===== config.mk =====
export PLATFORM = sky130hd
export DESIGN_NAME = series_reciprocal_division_unit
export DESIGN_NICKNAME = d
export VERILOG_FILES = /design/src/srd_pkg.sv /design/src/srd_fpu.sv /design/src/srd_dp.sv /design/src/srd_ctrl.sv /design/src/series_reciprocal_division_unit.sv
export VERILOG_INCLUDE_DIRS = /design/src /design/src/src
export SDC_FILE = /design/constraint.sdc
export NUM_CORES = 2
export LEC_CHECK = 0
export BUFFER_PORTS_ARGS = -buffer_cell sky130_fd_sc_hd__buf_2
export CAP_MARGIN = 10
export CORE_MARGIN = 2
export CORE_UTILIZATION = 54
export DETAILED_ROUTE_END_ITERATION = 12
export PLACE_DENSITY = 0.74
export RECOVER_POWER = 50
export SYNTH_ARGS = -nofsm -noshare
export SYNTH_HDL_FRONTEND = slang
export SYNTH_SLANG_ARGS = --single-unit
export TNS_END_PERCENT = 20

===== constraint.sdc =====
create_clock -name clk -period 12.4 [get_ports clk]
set_input_delay 3.72 -clock clk [delete_from_list [all_inputs] [get_ports clk]]
set_output_delay 3.72 -clock clk [all_outputs]
set_load 0.02 [all_outputs]

===== src/series_reciprocal_division_unit_macros.svh =====
// Assertion macros shared by the series reciprocal division unit
`ifndef SERIES_RECIPROCAL_DIVISION_UNIT_MACROS_SVH
`define SERIES_RECIPROCAL_DIVISION_UNIT_MACROS_SVH
`ifndef NO_ASSERTIONS
// same-cycle implication, sampled on clk, quiet during reset
`define SRD_ASSERT_IMP(lbl, ante, cons) \
	lbl: assert property (@(posedge clk) disable iff (!arst_n) (ante) |-> (cons)) \
	else $error("srd: assertion failed");
// next-cycle implication
`define SRD_ASSERT_NXT(lbl, ante, cons) \
	lbl: assert property (@(posedge clk) disable iff (!arst_n) (ante) |=> (cons)) \
	else $error("srd: assertion failed");
`else
`define SRD_ASSERT_IMP(lbl, ante, cons)
`define SRD_ASSERT_NXT(lbl, ante, cons)
`endif
`endif


===== src/srd_pkg.sv =====
// Package: types, codes and constants of the series reciprocal division unit
`default_nettype none
package srd_pkg;

	localparam int MaxTerms = 16;
	localparam int TermW    = 5;

	localparam logic [31:0] FP_ONE    = 32'h3F80_0000;
	localparam logic [31:0] CANON_NAN = 32'h7FC0_0000;

	typedef enum logic [3:0] {
		ST_IDLE,
		ST_MUL_BU,
		ST_SUB_E,
		ST_ADD_S,
		ST_MUL_P,
		ST_MUL_AU,
		ST_MUL_Q,
		ST_DELIVER
	} state_t;

	typedef enum logic [1:0] {
		FOP_MUL,
		FOP_ADD,
		FOP_SUB
	} fop_t;

	typedef enum logic [2:0] {
		SRC_A,
		SRC_B,
		SRC_U,
		SRC_ONE,
		SRC_T,
		SRC_E,
		SRC_S,
		SRC_P
	} src_t;

	typedef enum logic [2:0] {
		DST_NONE,
		DST_T,
		DST_E,
		DST_S,
		DST_P
	} dst_t;

	typedef struct packed {
		logic load_in;
		logic init;
		logic issue;
		fop_t op;
		src_t src_x;
		src_t src_y;
		logic wb;
		dst_t dst;
		logic load_out;
	} cmd_t;

	typedef struct packed {
		logic fpu_done;
	} stat_t;

endpackage
`default_nettype wire


===== src/srd_fpu.sv =====
// Three-stage binary32 multiply / add / subtract unit, round to nearest even
`default_nettype none
module srd_fpu (
	input  wire logic         clk,
	input  wire logic         arst_n,
	input  wire logic         issue,
	input  wire srd_pkg::fop_t op,
	input  wire logic [31:0]  x,
	input  wire logic [31:0]  y,
	output logic              done,
	output logic [31:0]       z
);
	import srd_pkg::*;

	// unpack
	logic        sx, sy;
	logic [7:0]  ex, ey, exe, eye;
	logic [23:0] sigx, sigy;
	logic        nanx, nany, infx, infy, zerx, zery;

	// stage 1 working values
	logic        mag_ge;
	logic        sl, ss;
	logic [7:0]  el, es, d;
	logic [23:0] sigl, sigs;
	logic [26:0] al, full, shf, lostm;
	logic        stk;
	logic [26:0] as_v;
	logic [27:0] r28;
	logic [47:0] r_c;
	logic signed [10:0] t_c;
	logic        sign_c, zsign_c, nan_c, inf_c;

	logic               v_s1;
	logic [47:0]        r_s1;
	logic signed [10:0] t_s1;
	logic               sign_s1, zsign_s1, nan_s1, inf_s1;

	// stage 2
	logic [5:0]         lz;
	logic signed [10:0] enorm, shfull;
	logic signed [10:0] e_c2;
	logic signed [6:0]  sh_c2;

	logic               v_s2;
	logic [47:0]        r_s2;
	logic signed [10:0] e_s2;
	logic signed [6:0]  sh_s2;
	logic               sign_s2, zsign_s2, nan_s2, inf_s2, zero_s2;

	// stage 3
	logic [6:0]  nsh;
	logic [97:0] vsh;
	logic [47:0] kept;
	logic        guard, sticky, up;
	logic [24:0] sig25;
	logic signed [10:0] ef;
	logic [7:0]  efield;
	logic [22:0] mant;
	logic [31:0] res_c;

	logic        v_s3;
	logic [31:0] res_s3;

	assign sx   = x[31];
	assign sy   = (op == FOP_SUB) ? ~y[31] : y[31];
	assign ex   = x[30:23];
	assign ey   = y[30:23];
	assign exe  = (ex == 8'd0) ? 8'd1 : ex;
	assign eye  = (ey == 8'd0) ? 8'd1 : ey;
	assign sigx = {ex != 8'd0, x[22:0]};
	assign sigy = {ey != 8'd0, y[22:0]};
	assign nanx = (ex == 8'hFF) && (x[22:0] != 23'd0);
	assign nany = (ey == 8'hFF) && (y[22:0] != 23'd0);
	assign infx = (ex == 8'hFF) && (x[22:0] == 23'd0);
	assign infy = (ey == 8'hFF) && (y[22:0] == 23'd0);
	assign zerx = (x[30:0] == 31'd0);
	assign zery = (y[30:0] == 31'd0);

	always_comb begin
		mag_ge = (x[30:0] >= y[30:0]);
		sl     = mag_ge ? sx : sy;
		ss     = mag_ge ? sy : sx;
		el     = mag_ge ? exe : eye;
		es     = mag_ge ? eye : exe;
		sigl   = mag_ge ? sigx : sigy;
		sigs   = mag_ge ? sigy : sigx;
		d      = el - es;
		al     = {sigl, 3'b000};
		full   = {sigs, 3'b000};
		if (d >= 8'd27) begin
			shf   = '0;
			lostm = '1;
		end else begin
			shf   = full >> d[4:0];
			lostm = (27'd1 << d[4:0]) - 27'd1;
		end
		stk  = |(full & lostm);
		as_v = {shf[26:1], shf[0] | stk};
		if (sl != ss)
			r28 = {1'b0, al} - {1'b0, as_v};
		else
			r28 = {1'b0, al} + {1'b0, as_v};

		if (op == FOP_MUL) begin
			r_c     = sigx * sigy;
			t_c     = $signed({3'b000, exe}) + $signed({3'b000, eye}) - 11'sd150;
			sign_c  = sx ^ sy;
			zsign_c = sx ^ sy;
			nan_c   = nanx || nany || (infx && zery) || (zerx && infy);
			inf_c   = infx || infy;
		end else begin
			r_c     = {20'd0, r28};
			t_c     = $signed({3'b000, el}) - 11'sd3;
			sign_c  = sl;
			zsign_c = sx & sy;
			nan_c   = nanx || nany || (infx && infy && (sx != sy));
			inf_c   = infx || infy;
			if (infx)
				sign_c = sx;
			else if (infy)
				sign_c = sy;
		end
	end

	always_ff @(posedge clk) begin
		r_s1     <= r_c;
		t_s1     <= t_c;
		sign_s1  <= sign_c;
		zsign_s1 <= zsign_c;
		nan_s1   <= nan_c;
		inf_s1   <= inf_c;
	end

	// leading one position
	always_comb begin
		lz = '0;
		for (int i = 0; i < 48; i++) begin
			if (r_s1[i])
				lz = 6'(i);
		end
		enorm = t_s1 + $signed({5'd0, lz}) - 11'sd23;
		if (enorm >= 11'sd1) begin
			shfull = $signed({5'd0, lz}) - 11'sd23;
			e_c2   = enorm;
		end else begin
			shfull = 11'sd1 - t_s1;
			e_c2   = '0;
		end
		if (shfull > 11'sd49)
			sh_c2 = 7'sd49;
		else
			sh_c2 = shfull[6:0];
	end

	always_ff @(posedge clk) begin
		r_s2     <= r_s1;
		e_s2     <= e_c2;
		sh_s2    <= sh_c2;
		sign_s2  <= sign_s1;
		zsign_s2 <= zsign_s1;
		nan_s2   <= nan_s1;
		inf_s2   <= inf_s1;
		zero_s2  <= (r_s1 == 48'd0);
	end

	// shift, round, pack
	always_comb begin
		nsh = 7'd0 - sh_s2;
		vsh = {r_s2, 50'd0} >> sh_s2[5:0];
		if (sh_s2[6]) begin
			kept   = r_s2 << nsh[4:0];
			guard  = 1'b0;
			sticky = 1'b0;
		end else begin
			kept   = vsh[97:50];
			guard  = vsh[49];
			sticky = |vsh[48:0];
		end
		up    = guard & (sticky | kept[0]);
		sig25 = {1'b0, kept[23:0]} + {24'd0, up};
		ef    = e_s2 + $signed({10'd0, sig25[24]});
		mant  = sig25[24] ? sig25[23:1] : sig25[22:0];
		if (e_s2 == 11'sd0)
			efield = {7'd0, sig25[23]};
		else
			efield = ef[7:0];

		if (nan_s2)
			res_c = CANON_NAN;
		else if (inf_s2 || (ef >= 11'sd255))
			res_c = {sign_s2, 8'hFF, 23'd0};
		else if (zero_s2)
			res_c = {zsign_s2, 31'd0};
		else
			res_c = {sign_s2, efield, mant};
	end

	always_ff @(posedge clk) begin
		res_s3 <= res_c;
	end

	always_ff @(posedge clk or negedge arst_n) begin
		if (!arst_n) begin
			v_s1 <= 1'b0;
			v_s2 <= 1'b0;
			v_s3 <= 1'b0;
		end else begin
			v_s1 <= issue;
			v_s2 <= v_s1;
			v_s3 <= v_s2;
		end
	end

	assign done = v_s3;
	assign z    = res_s3;
endmodule
`default_nettype wire


===== src/srd_dp.sv =====
// Datapath: operand registers, series accumulators, float unit and output register
`default_nettype none
module srd_dp (
	input  wire logic           clk,
	input  wire logic           arst_n,
	input  wire srd_pkg::cmd_t  cmd,
	input  wire logic [31:0]    dividend,
	input  wire logic [31:0]    divisor,
	input  wire logic [31:0]    recip_guess,
	output srd_pkg::stat_t      stat,
	output logic [31:0]         quotient
);
	import srd_pkg::*;

	logic [31:0] a_q, b_q, u_q, t_q, e_q, s_q, p_q, quot_q;
	logic [31:0] opx, opy, fz;
	logic        fdone;

	function automatic logic [31:0] pick(input src_t sel, input logic [31:0] a,
			input logic [31:0] b, input logic [31:0] u, input logic [31:0] t,
			input logic [31:0] e, input logic [31:0] s, input logic [31:0] p);
		logic [31:0] v;
		unique case (sel)
			SRC_A:   v = a;
			SRC_B:   v = b;
			SRC_U:   v = u;
			SRC_ONE: v = FP_ONE;
			SRC_T:   v = t;
			SRC_E:   v = e;
			SRC_S:   v = s;
			SRC_P:   v = p;
			default: v = '0;
		endcase
		return v;
	endfunction

	assign opx = pick(cmd.src_x, a_q, b_q, u_q, t_q, e_q, s_q, p_q);
	assign opy = pick(cmd.src_y, a_q, b_q, u_q, t_q, e_q, s_q, p_q);

	srd_fpu u_fpu (
		.clk    (clk),
		.arst_n (arst_n),
		.issue  (cmd.issue),
		.op     (cmd.op),
		.x      (opx),
		.y      (opy),
		.done   (fdone),
		.z      (fz)
	);

	always_ff @(posedge clk) begin
		if (cmd.load_in) begin
			a_q <= dividend;
			b_q <= divisor;
			u_q <= recip_guess;
		end
		if (cmd.init) begin
			s_q <= '0;
			p_q <= FP_ONE;
		end
		if (cmd.wb) begin
			unique case (cmd.dst)
				DST_T:    t_q <= fz;
				DST_E:    e_q <= fz;
				DST_S:    s_q <= fz;
				DST_P:    p_q <= fz;
				default: ;
			endcase
		end
		if (cmd.load_out)
			quot_q <= t_q;
	end

	assign stat.fpu_done = fdone;
	assign quotient      = quot_q;
endmodule
`default_nettype wire


===== src/srd_ctrl.sv =====
// Controller: sequences the float operations of one request and runs both handshakes
`default_nettype none
module srd_ctrl (
	input  wire logic                       clk,
	input  wire logic                       arst_n,
	input  wire logic                       in_valid,
	input  wire logic                       out_stall,
	input  wire logic [srd_pkg::TermW-1:0]  term_count,
	input  wire srd_pkg::stat_t             stat,
	output logic                            in_stall,
	output logic                            out_valid,
	output srd_pkg::cmd_t                   cmd
);
	import srd_pkg::*;

	state_t           state_q, state_d;
	logic             busy_q, busy_d;
	logic [TermW-1:0] cnt_q, cnt_d, nterm_q, nterm_d;
	logic             ovalid_q, ovalid_d;

	always_ff @(posedge clk or negedge arst_n) begin
		if (!arst_n) begin
			state_q  <= ST_IDLE;
			busy_q   <= 1'b0;
			cnt_q    <= '0;
			nterm_q  <= '0;
			ovalid_q <= 1'b0;
		end else begin
			state_q  <= state_d;
			busy_q   <= busy_d;
			cnt_q    <= cnt_d;
			nterm_q  <= nterm_d;
			ovalid_q <= ovalid_d;
		end
	end

	always_comb begin
		state_d   = state_q;
		busy_d    = busy_q;
		cnt_d     = cnt_q;
		nterm_d   = nterm_q;
		ovalid_d  = ovalid_q && out_stall;
		cmd       = '0;
		cmd.op    = FOP_MUL;
		cmd.src_x = SRC_A;
		cmd.src_y = SRC_U;
		cmd.dst   = DST_NONE;
		unique case (state_q)
			ST_IDLE: begin
				if (in_valid) begin
					cmd.load_in = 1'b1;
					cmd.init    = 1'b1;
					cnt_d       = '0;
					nterm_d     = (term_count > TermW'(MaxTerms)) ?
						TermW'(MaxTerms) : term_count;
					state_d     = ST_MUL_BU;
				end
			end
			ST_MUL_BU: begin
				cmd.op = FOP_MUL; cmd.src_x = SRC_B; cmd.src_y = SRC_U; cmd.dst = DST_T;
			end
			ST_SUB_E: begin
				cmd.op = FOP_SUB; cmd.src_x = SRC_ONE; cmd.src_y = SRC_T; cmd.dst = DST_E;
			end
			ST_ADD_S: begin
				cmd.op = FOP_ADD; cmd.src_x = SRC_S; cmd.src_y = SRC_P; cmd.dst = DST_S;
			end
			ST_MUL_P: begin
				cmd.op = FOP_MUL; cmd.src_x = SRC_P; cmd.src_y = SRC_E; cmd.dst = DST_P;
			end
			ST_MUL_AU: begin
				cmd.op = FOP_MUL; cmd.src_x = SRC_A; cmd.src_y = SRC_U; cmd.dst = DST_T;
			end
			ST_MUL_Q: begin
				cmd.op = FOP_MUL; cmd.src_x = SRC_T; cmd.src_y = SRC_S; cmd.dst = DST_T;
			end
			ST_DELIVER: begin
				if (!ovalid_q || !out_stall) begin
					cmd.load_out = 1'b1;
					ovalid_d     = 1'b1;
					state_d      = ST_IDLE;
				end
			end
			default: state_d = ST_IDLE;
		endcase

		// issue once, then wait for the unit and write back
		if (state_q != ST_IDLE && state_q != ST_DELIVER) begin
			if (!busy_q) begin
				cmd.issue = 1'b1;
				busy_d    = 1'b1;
			end else if (stat.fpu_done) begin
				cmd.wb = 1'b1;
				busy_d = 1'b0;
				unique case (state_q)
					ST_MUL_BU: state_d = ST_SUB_E;
					ST_SUB_E:  state_d = (nterm_q == '0) ? ST_MUL_AU : ST_ADD_S;
					ST_ADD_S:  state_d = ST_MUL_P;
					ST_MUL_P: begin
						cnt_d   = cnt_q + TermW'(1);
						state_d = (cnt_q + TermW'(1) == nterm_q) ? ST_MUL_AU : ST_ADD_S;
					end
					ST_MUL_AU: state_d = ST_MUL_Q;
					ST_MUL_Q:  state_d = ST_DELIVER;
					default:   state_d = ST_IDLE;
				endcase
			end
		end
	end

	assign in_stall  = (state_q != ST_IDLE);
	assign out_valid = ovalid_q;
endmodule
`default_nettype wire


===== src/series_reciprocal_division_unit.sv =====
// Top level of the series reciprocal division unit: register port, controller, datapath
// Computes quotient = (dividend*recip_guess) * (e^0 + ... + e^(n-1)) with
// e = 1 - divisor*recip_guess, every step one binary32 operation with round to
// nearest even and subnormals kept; any NaN comes out as 0x7FC00000. n is the
// term_count register (address 0, reset 4, values above 16 act as 16, zero
// gives a zero sum). One request is worked at a time through a single shared
// three-stage float unit, 4 + 2n operations per request. The result waits in
// an output register, and the next request may be taken while it does. Write
// term_count only while idle.
`default_nettype none
`include "series_reciprocal_division_unit_macros.svh"
module series_reciprocal_division_unit (
	input  wire logic        clk,
	input  wire logic        arst_n,
	// request channel
	input  wire logic        in_valid,
	output logic             in_stall,
	input  wire logic [31:0] dividend,
	input  wire logic [31:0] divisor,
	input  wire logic [31:0] recip_guess,
	// result channel
	output logic             out_valid,
	input  wire logic        out_stall,
	output logic [31:0]      quotient,
	// register port
	input  wire logic        psel,
	input  wire logic        penable,
	input  wire logic        pwrite,
	input  wire logic [2:0]  paddr,
	input  wire logic [31:0] pwdata,
	output logic [31:0]      prdata,
	output logic             pready
);
	import srd_pkg::*;

	logic [TermW-1:0] term_count_q;
	cmd_t             cmd;
	stat_t            stat;
	logic             reg_sel;
	logic             quot_nan;

	// register index is paddr / 4; only index 0 exists
	assign reg_sel = (paddr[2] == 1'b0);
	assign pready  = 1'b1;
	assign prdata  = reg_sel ? {{(32-TermW){1'b0}}, term_count_q} : 32'd0;

	always_ff @(posedge clk or negedge arst_n) begin
		if (!arst_n)
			term_count_q <= TermW'(4);
		else if (psel && penable && pwrite && pready && reg_sel)
			term_count_q <= pwdata[TermW-1:0];
	end

	srd_ctrl u_ctrl (
		.clk        (clk),
		.arst_n     (arst_n),
		.in_valid   (in_valid),
		.out_stall  (out_stall),
		.term_count (term_count_q),
		.stat       (stat),
		.in_stall   (in_stall),
		.out_valid  (out_valid),
		.cmd        (cmd)
	);

	srd_dp u_dp (
		.clk         (clk),
		.arst_n      (arst_n),
		.cmd         (cmd),
		.dividend    (dividend),
		.divisor     (divisor),
		.recip_guess (recip_guess),
		.stat        (stat),
		.quotient    (quotient)
	);

	assign quot_nan = (quotient[30:23] == 8'hFF) && (quotient[22:0] != 23'd0);

	// a taken request keeps the block busy
	`SRD_ASSERT_NXT(a_busy_after_req, in_valid && !in_stall, in_stall)
	// the float unit only completes work while a request is in progress
	`SRD_ASSERT_IMP(a_done_while_busy, stat.fpu_done, in_stall)
	// NaN results leave in canonical form
	`SRD_ASSERT_IMP(a_nan_canonical, out_valid && quot_nan, quotient == CANON_NAN)
endmodule
`default_nettype wire


# Yosys cells after proc, flatten, opt, wreduce, memory -nomap -nowiden
# Index checks and enable logic that the tools add are counted.
[totals]
regBits = 446
out_inout_bits = 67
word_cells = 264
[op_classes]
addsub = 15
n_mul = 1
order_cmp = 6
eq_ne = 32
shifts = 4
mux = 114
bitwise = 8
reduce_logical = 49
[op_table]
columns = ["cell", "count"]
rows = [
  ["$pmux W32 S8", 2],
  ["$mux W6", 46],
  ["$mux W32", 8],
  ["$shr A98 B6 Y74", 1],
  ["$mux W24", 3],
  ["$logic_not A31 Y1", 2],
  ["$mux W28", 2],
  ["$mux W27", 2],
  ["$reduce_or A49 Y1", 1],
  ["$logic_not A48 Y1", 1],
  ["$mul A24 B24 Y48", 1],
  ["$shl A48 B5 Y24", 1],
  ["$logic_not A23 Y1", 2],
  ["$reduce_bool A23 Y1", 2],
  ["$mux W5", 8],
  ["$mux W8", 5],
  ["$pmux W8 S5", 1],
  ["$ge A31 B31 Y1", 1],
  ["$add A27 B27 Y28", 1],
  ["$sub A27 B27 Y28", 1],
  ["$and A27 B27 Y27", 1],
  ["$eq A3 B3 Y1 const B", 9],
  ["$reduce_or A27 Y1", 1],
  ["$shl A1 B5 Y27 const A", 1],
  ["57 further kinds", 126],
]

# Logic depth before layout (Yosys ltp)
[logic_depth]
ltp_word = 52
ltp_mapped = 57
depth_no_buf = 44

# Hierarchy
# From an unflattened synthesis, not the netlist that was laid out.
[unflattened]
hier_cells = 5672
area_unflattened_um2 = 50104.3
[modules_own_cells]
columns = ["mod", "n_inst", "cells_each", "area_each_um2"]
rows = [
  ["srd_fpu", 1, 4485, 36611.4],
  ["srd_dp", 1, 1011, 11903.9],
  ["srd_ctrl", 1, 130, 1121.1],
  ["series_reciprocal_division_unit", 1, 46, 467.9],
]

# Least setup slack after synthesis
# Ideal clock, no wire load.
[synth_timing]
kind = "flip-flop to flip-flop"
start = "register u_ctrl.state_q[1]"
end = "register u_dp.u_fpu.r_s1[25]"
setup_time_ps = 120
arrival_time_ps = 12212
required_ps = 12280
setup_slack_ps = 68
stages_incl_launch_ff = 54
path_buffers = 18
synth_period_minus_slack_ps = 12332
cell_sequence = "dfrtp_1 -> buf_4 -> buf_6 -> buf_2 -> buf_2 -> buf_2 -> mux2i_1 -> o22ai_1 -> a21oi_1 -> inv_1 -> clkbuf_1 -> clkbuf_1 -> ha_1 -> nor3_1 -> o21ai_0 -> o211a_1 -> o41ai_2 -> nand2_1 -> (+18 left out) -> nand2b_1 -> inv_1 -> ha_1 -> fa_1 -> nand2b_1 -> a21oi_1 -> o21ba_2 -> o21ai_0 -> a211oi_1 -> o311ai_0 -> a221oi_1 -> a221o_1 -> o2111a_1 -> a2111oi_0 -> a211oi_1 -> a211oi_1 -> o21ai_1 -> a211o_1"
[synth_via]
elab_chain_cells = 17
[synth_lines]
columns = ["element", "line_no", "text"]
rows = [
  ["from (decl)", "srd_ctrl.sv:16", "state_t state_q, state_d;"],
  ["from (signal assigned)", "srd_ctrl.sv:29", "state_q <= state_d;"],
  ["$eq A4 B3 Y1 (tied with other cells)", "srd_ctrl.sv:48", "unique case (state_q)"],
  ["$pmux W8 S5 *", "srd_ctrl.sv:48", ""],
  ["parallel branches: the longest is 14 deep, another holds $ge A31 B31 Y1", "n/a", ""],
  ["$mux W28 *", "srd_fpu.sv:105", "if (op == FOP_MUL) begin"],
  ["net u_dp.u_fpu.r_c[25]", "srd_fpu.sv:30", "logic [47:0] r_c;"],
  ["to (signal assigned)", "srd_fpu.sv:127", "r_s1 <= r_c;"],
  ["to (decl)", "srd_fpu.sv:35", "logic [47:0] r_s1;"],
]
# Mark *: on every way through the listed nets, which the timed path passes.
# A chain may end at the register's enable or synchronous reset.

# Worst setup path after layout
[layout_timing]
start = "register u_ctrl.state_q[2]"
end = "register u_dp.u_fpu.r_s1[25]"
# Same word-level chain as after synthesis.

==> metrics.yaml <==
run_status:
  status: "finished with violations"
  violations: "max-capacitance violations, max-slew violations"
drt:
  wirelength_um: 167000
  initialDrtViolationCount: 4605
  drtPass1Iterations: 6
  drc: 0
  vias_per_cell: 6.29
  ant_nets: 0
  routedWlPerCell_um: 24.8
  vias: 42200
die:
  fp.dieH_um: 303
  die_w_um: 303
  core_area_um2: 88400
  rows: 109
  boundaryPins: 205
  initial_core_util_pct: 54.5
  dieArea_um2: 91600
setup_path:
  slowest_delay_ps: 740
  r2r_cells: 41
  critPathTopFamily: "compound AO/OA/AOI/OAI gates"
  cp_slowest_cell: "dfrtp_2"
  r2r_start: "u_ctrl.state_q[2]"
  path_buf_inv: 7
  criticalPathCategory: "reg2reg"
  required_ps: 12860
  critPathMaxFanout: 54
  cp_data_arrival_time_ps: 12030
  cp-start-kind: "flop"
  cpMostUsedCell: "inv_1"
  cp.depth: 41
  end_kind: "flop"
  crit_start: "u_ctrl.state_q[2]"
grt:
  antenna_found_initial: 10
  grt_pass1_vias: 41700
  grt_max_degree: 60
  grt_pass1_wl_um: 252000
  grt.total_usage_pct: 36.5
  overflow: 0
hold_path:
  min-delay-start: "u_dp.u_fpu.nan_s1"
  hold_depth: 0
  hold_path_class: "reg2reg"
sta:
  timing.final.crit_share_pct: 93.3
  rsz0062_at_grt: "no"
  slew_viol_final: 106
  fmax_ghz: 0.0864
  tightest_slew_ps: 2560
  relSlewSlack_pct: -70.8
  clock_skew_ps: 43.0
  hold_violations: 0
  layout_min_cycle_time_ps: 11570
  setup-tns-final_ps: 0
  finalSetupViolations: 0
synthesis:
  synth_top_area_share_pct: 20.2
  synth_warnings: 0
  seq_area_frac_synth_pct: 22.7
  synthCells: 5476
  synth_top_area_cell: "fa_1"
  synth-edff-count: 192
  ys.flop_type: "dfxtp_1"
  postSynthAreaPerCell_um2: 8.80
  synthDistinctLibCells: 109
  synthArstFlopShare_pct: 5.39
  synth_area_um2: 48200
  synth-seq-cells: 445
  synth_area_leaders: "fa_1 20%, edfxtp_1 12%, dfxtp_1 9.5%, ha_1 8.5%, nand2_1 6.2%"
finish:
  final_nets: 6467
  fill_cells: 7841
  final_cell_mix: "790 x nand2_1, 709 x inv_1, 493 x nor2_1"
  regArea_um2: 11000
  syn2layout_area_growth_pct: 7.59
  multi_input_area_um2: 33200
  drive_gt1_share_pct: 10.0
  instances_no_fill: 6722
  reg.largest.list: "u_dp.u_fpu.r_s1 x48, u_dp.u_fpu.r_s2 x48"
  layout_commonest_cell: "nand2_1"
clock_tree:
  clock_latency_ps: 600
  cts_tree: "yes"
  post_cts_buffers: 0
  htreeDepth: 2
  cts_sinks: 445
  cts_inserted_buffers: 44
  clockBufferDepth: 3
  clk_pin_slew_ps: 70
  clock-root-buffer: "clkbuf_16"
placement:
  dp.final_hpwl_um: 129000
  dp_cells: 6635
  place_congestion: 1.03
  io_buffers: 147
run:
  maxCapViolCount: 4
[through the flow]
step	util [%]	instance area (um^2)	worst slack [ps]	hold slack (ps)
final	58.6	51800	831	327
after global routing	58.6	51800	136	336
after CTS	58.7	51900	662	327
after detailed placement	56.9	50300	733	312
after global placement	56.9	50300	929	312
after floorplan	-	48300	67.9	310
[worst reg2reg max path: cells and delay by family, from the launching register on]
family,cells,cell delay [ps]
AND/OR/NAND/NOR,6,1240
XOR/XNOR,1,220
adder cells (fa/ha/maj),4,1430
buffers and inverters,7,1510
flip-flops,1,740
AO/OA/AOI/OAI,23,6300
[synth_stat cells (97+ instances only)]
cell type / n
ha_1: 326
edfxtp_1: 192
inv_1: 710
nand2_1: 791
mux2i_1: 162
clkbuf_1: 223
a21oi_1: 259
o21ai_0: 214
nor2_1: 494
nor3_1: 97
dfxtp_1: 229
fa_1: 487
[cells by family (layout without fill, tap and decap cells)]
| kind of cell | count (synthesis) | count (layout) | synth area share [%] |
|---|---|---|---|
| and+or+nand+nor | 1777 | 1777 | 16.3 |
| other | 2 | 35 | 0.0156 |
| buffers and inverters | 1060 | 1108 | 8.91 |
| adders and majority gates | 813 | 813 | 28.7 |
| xor gates and xnor gates | 134 | 134 | 2.45 |
| DFF | 445 | 445 | 22.7 |
| AOI/OAI and AO/OA | 982 | 982 | 13.5 |
| muxes | 263 | 263 | 7.32 |
[routing by layer]
| metal | vias up | track usage [%] | share of wire, % |
|---|---|---|---|
| met5 | - | 0 | 0.042 |
| met4 | 10 | 20.0 | 6.6 |
| met3 | 623 | 6.72 | 10 |
| met2 | 2505 | 58.4 | 45 |
| met1 | 20700 | 47.2 | 38 |
| li1 | 18400 | - | - |
[final cells by class]
type	count	share of cell area, %
Clock buffer	57	2.40
Multi-Input combinational cell	3999	64.1
Clock inverter	25	0.618
Timing Repair Buffer	308	3.72
Sequential cell	445	21.2
Inverter	718	5.20
Antenna cell	5	0.0241
Tap cell	1165	2.81
[final timing paths]
path                            slack, ps                  end
worst min register to register        330    u_dp.u_fpu.nan_s2
max in group asynchronous            7940    u_ctrl.state_q[1]
worst min-delay path                  330    u_dp.u_fpu.nan_s2
worst max-delay path                  830  u_dp.u_fpu.r_s1[25]
min in group asynchronous            3440    u_ctrl.state_q[3]
worst max register to register        830  u_dp.u_fpu.r_s1[25]
[timing repair]
| item | CTS | global route |
|---|---|---|
| gates resized for setup | 0 | 4 |
| hold buffers | 0 | 0 |
| setup endpoints to repair | 0 | 1 |
Power is not shown: default switching activity piles up to over one toggle a cycle in this logic, so the estimate is an artifact.
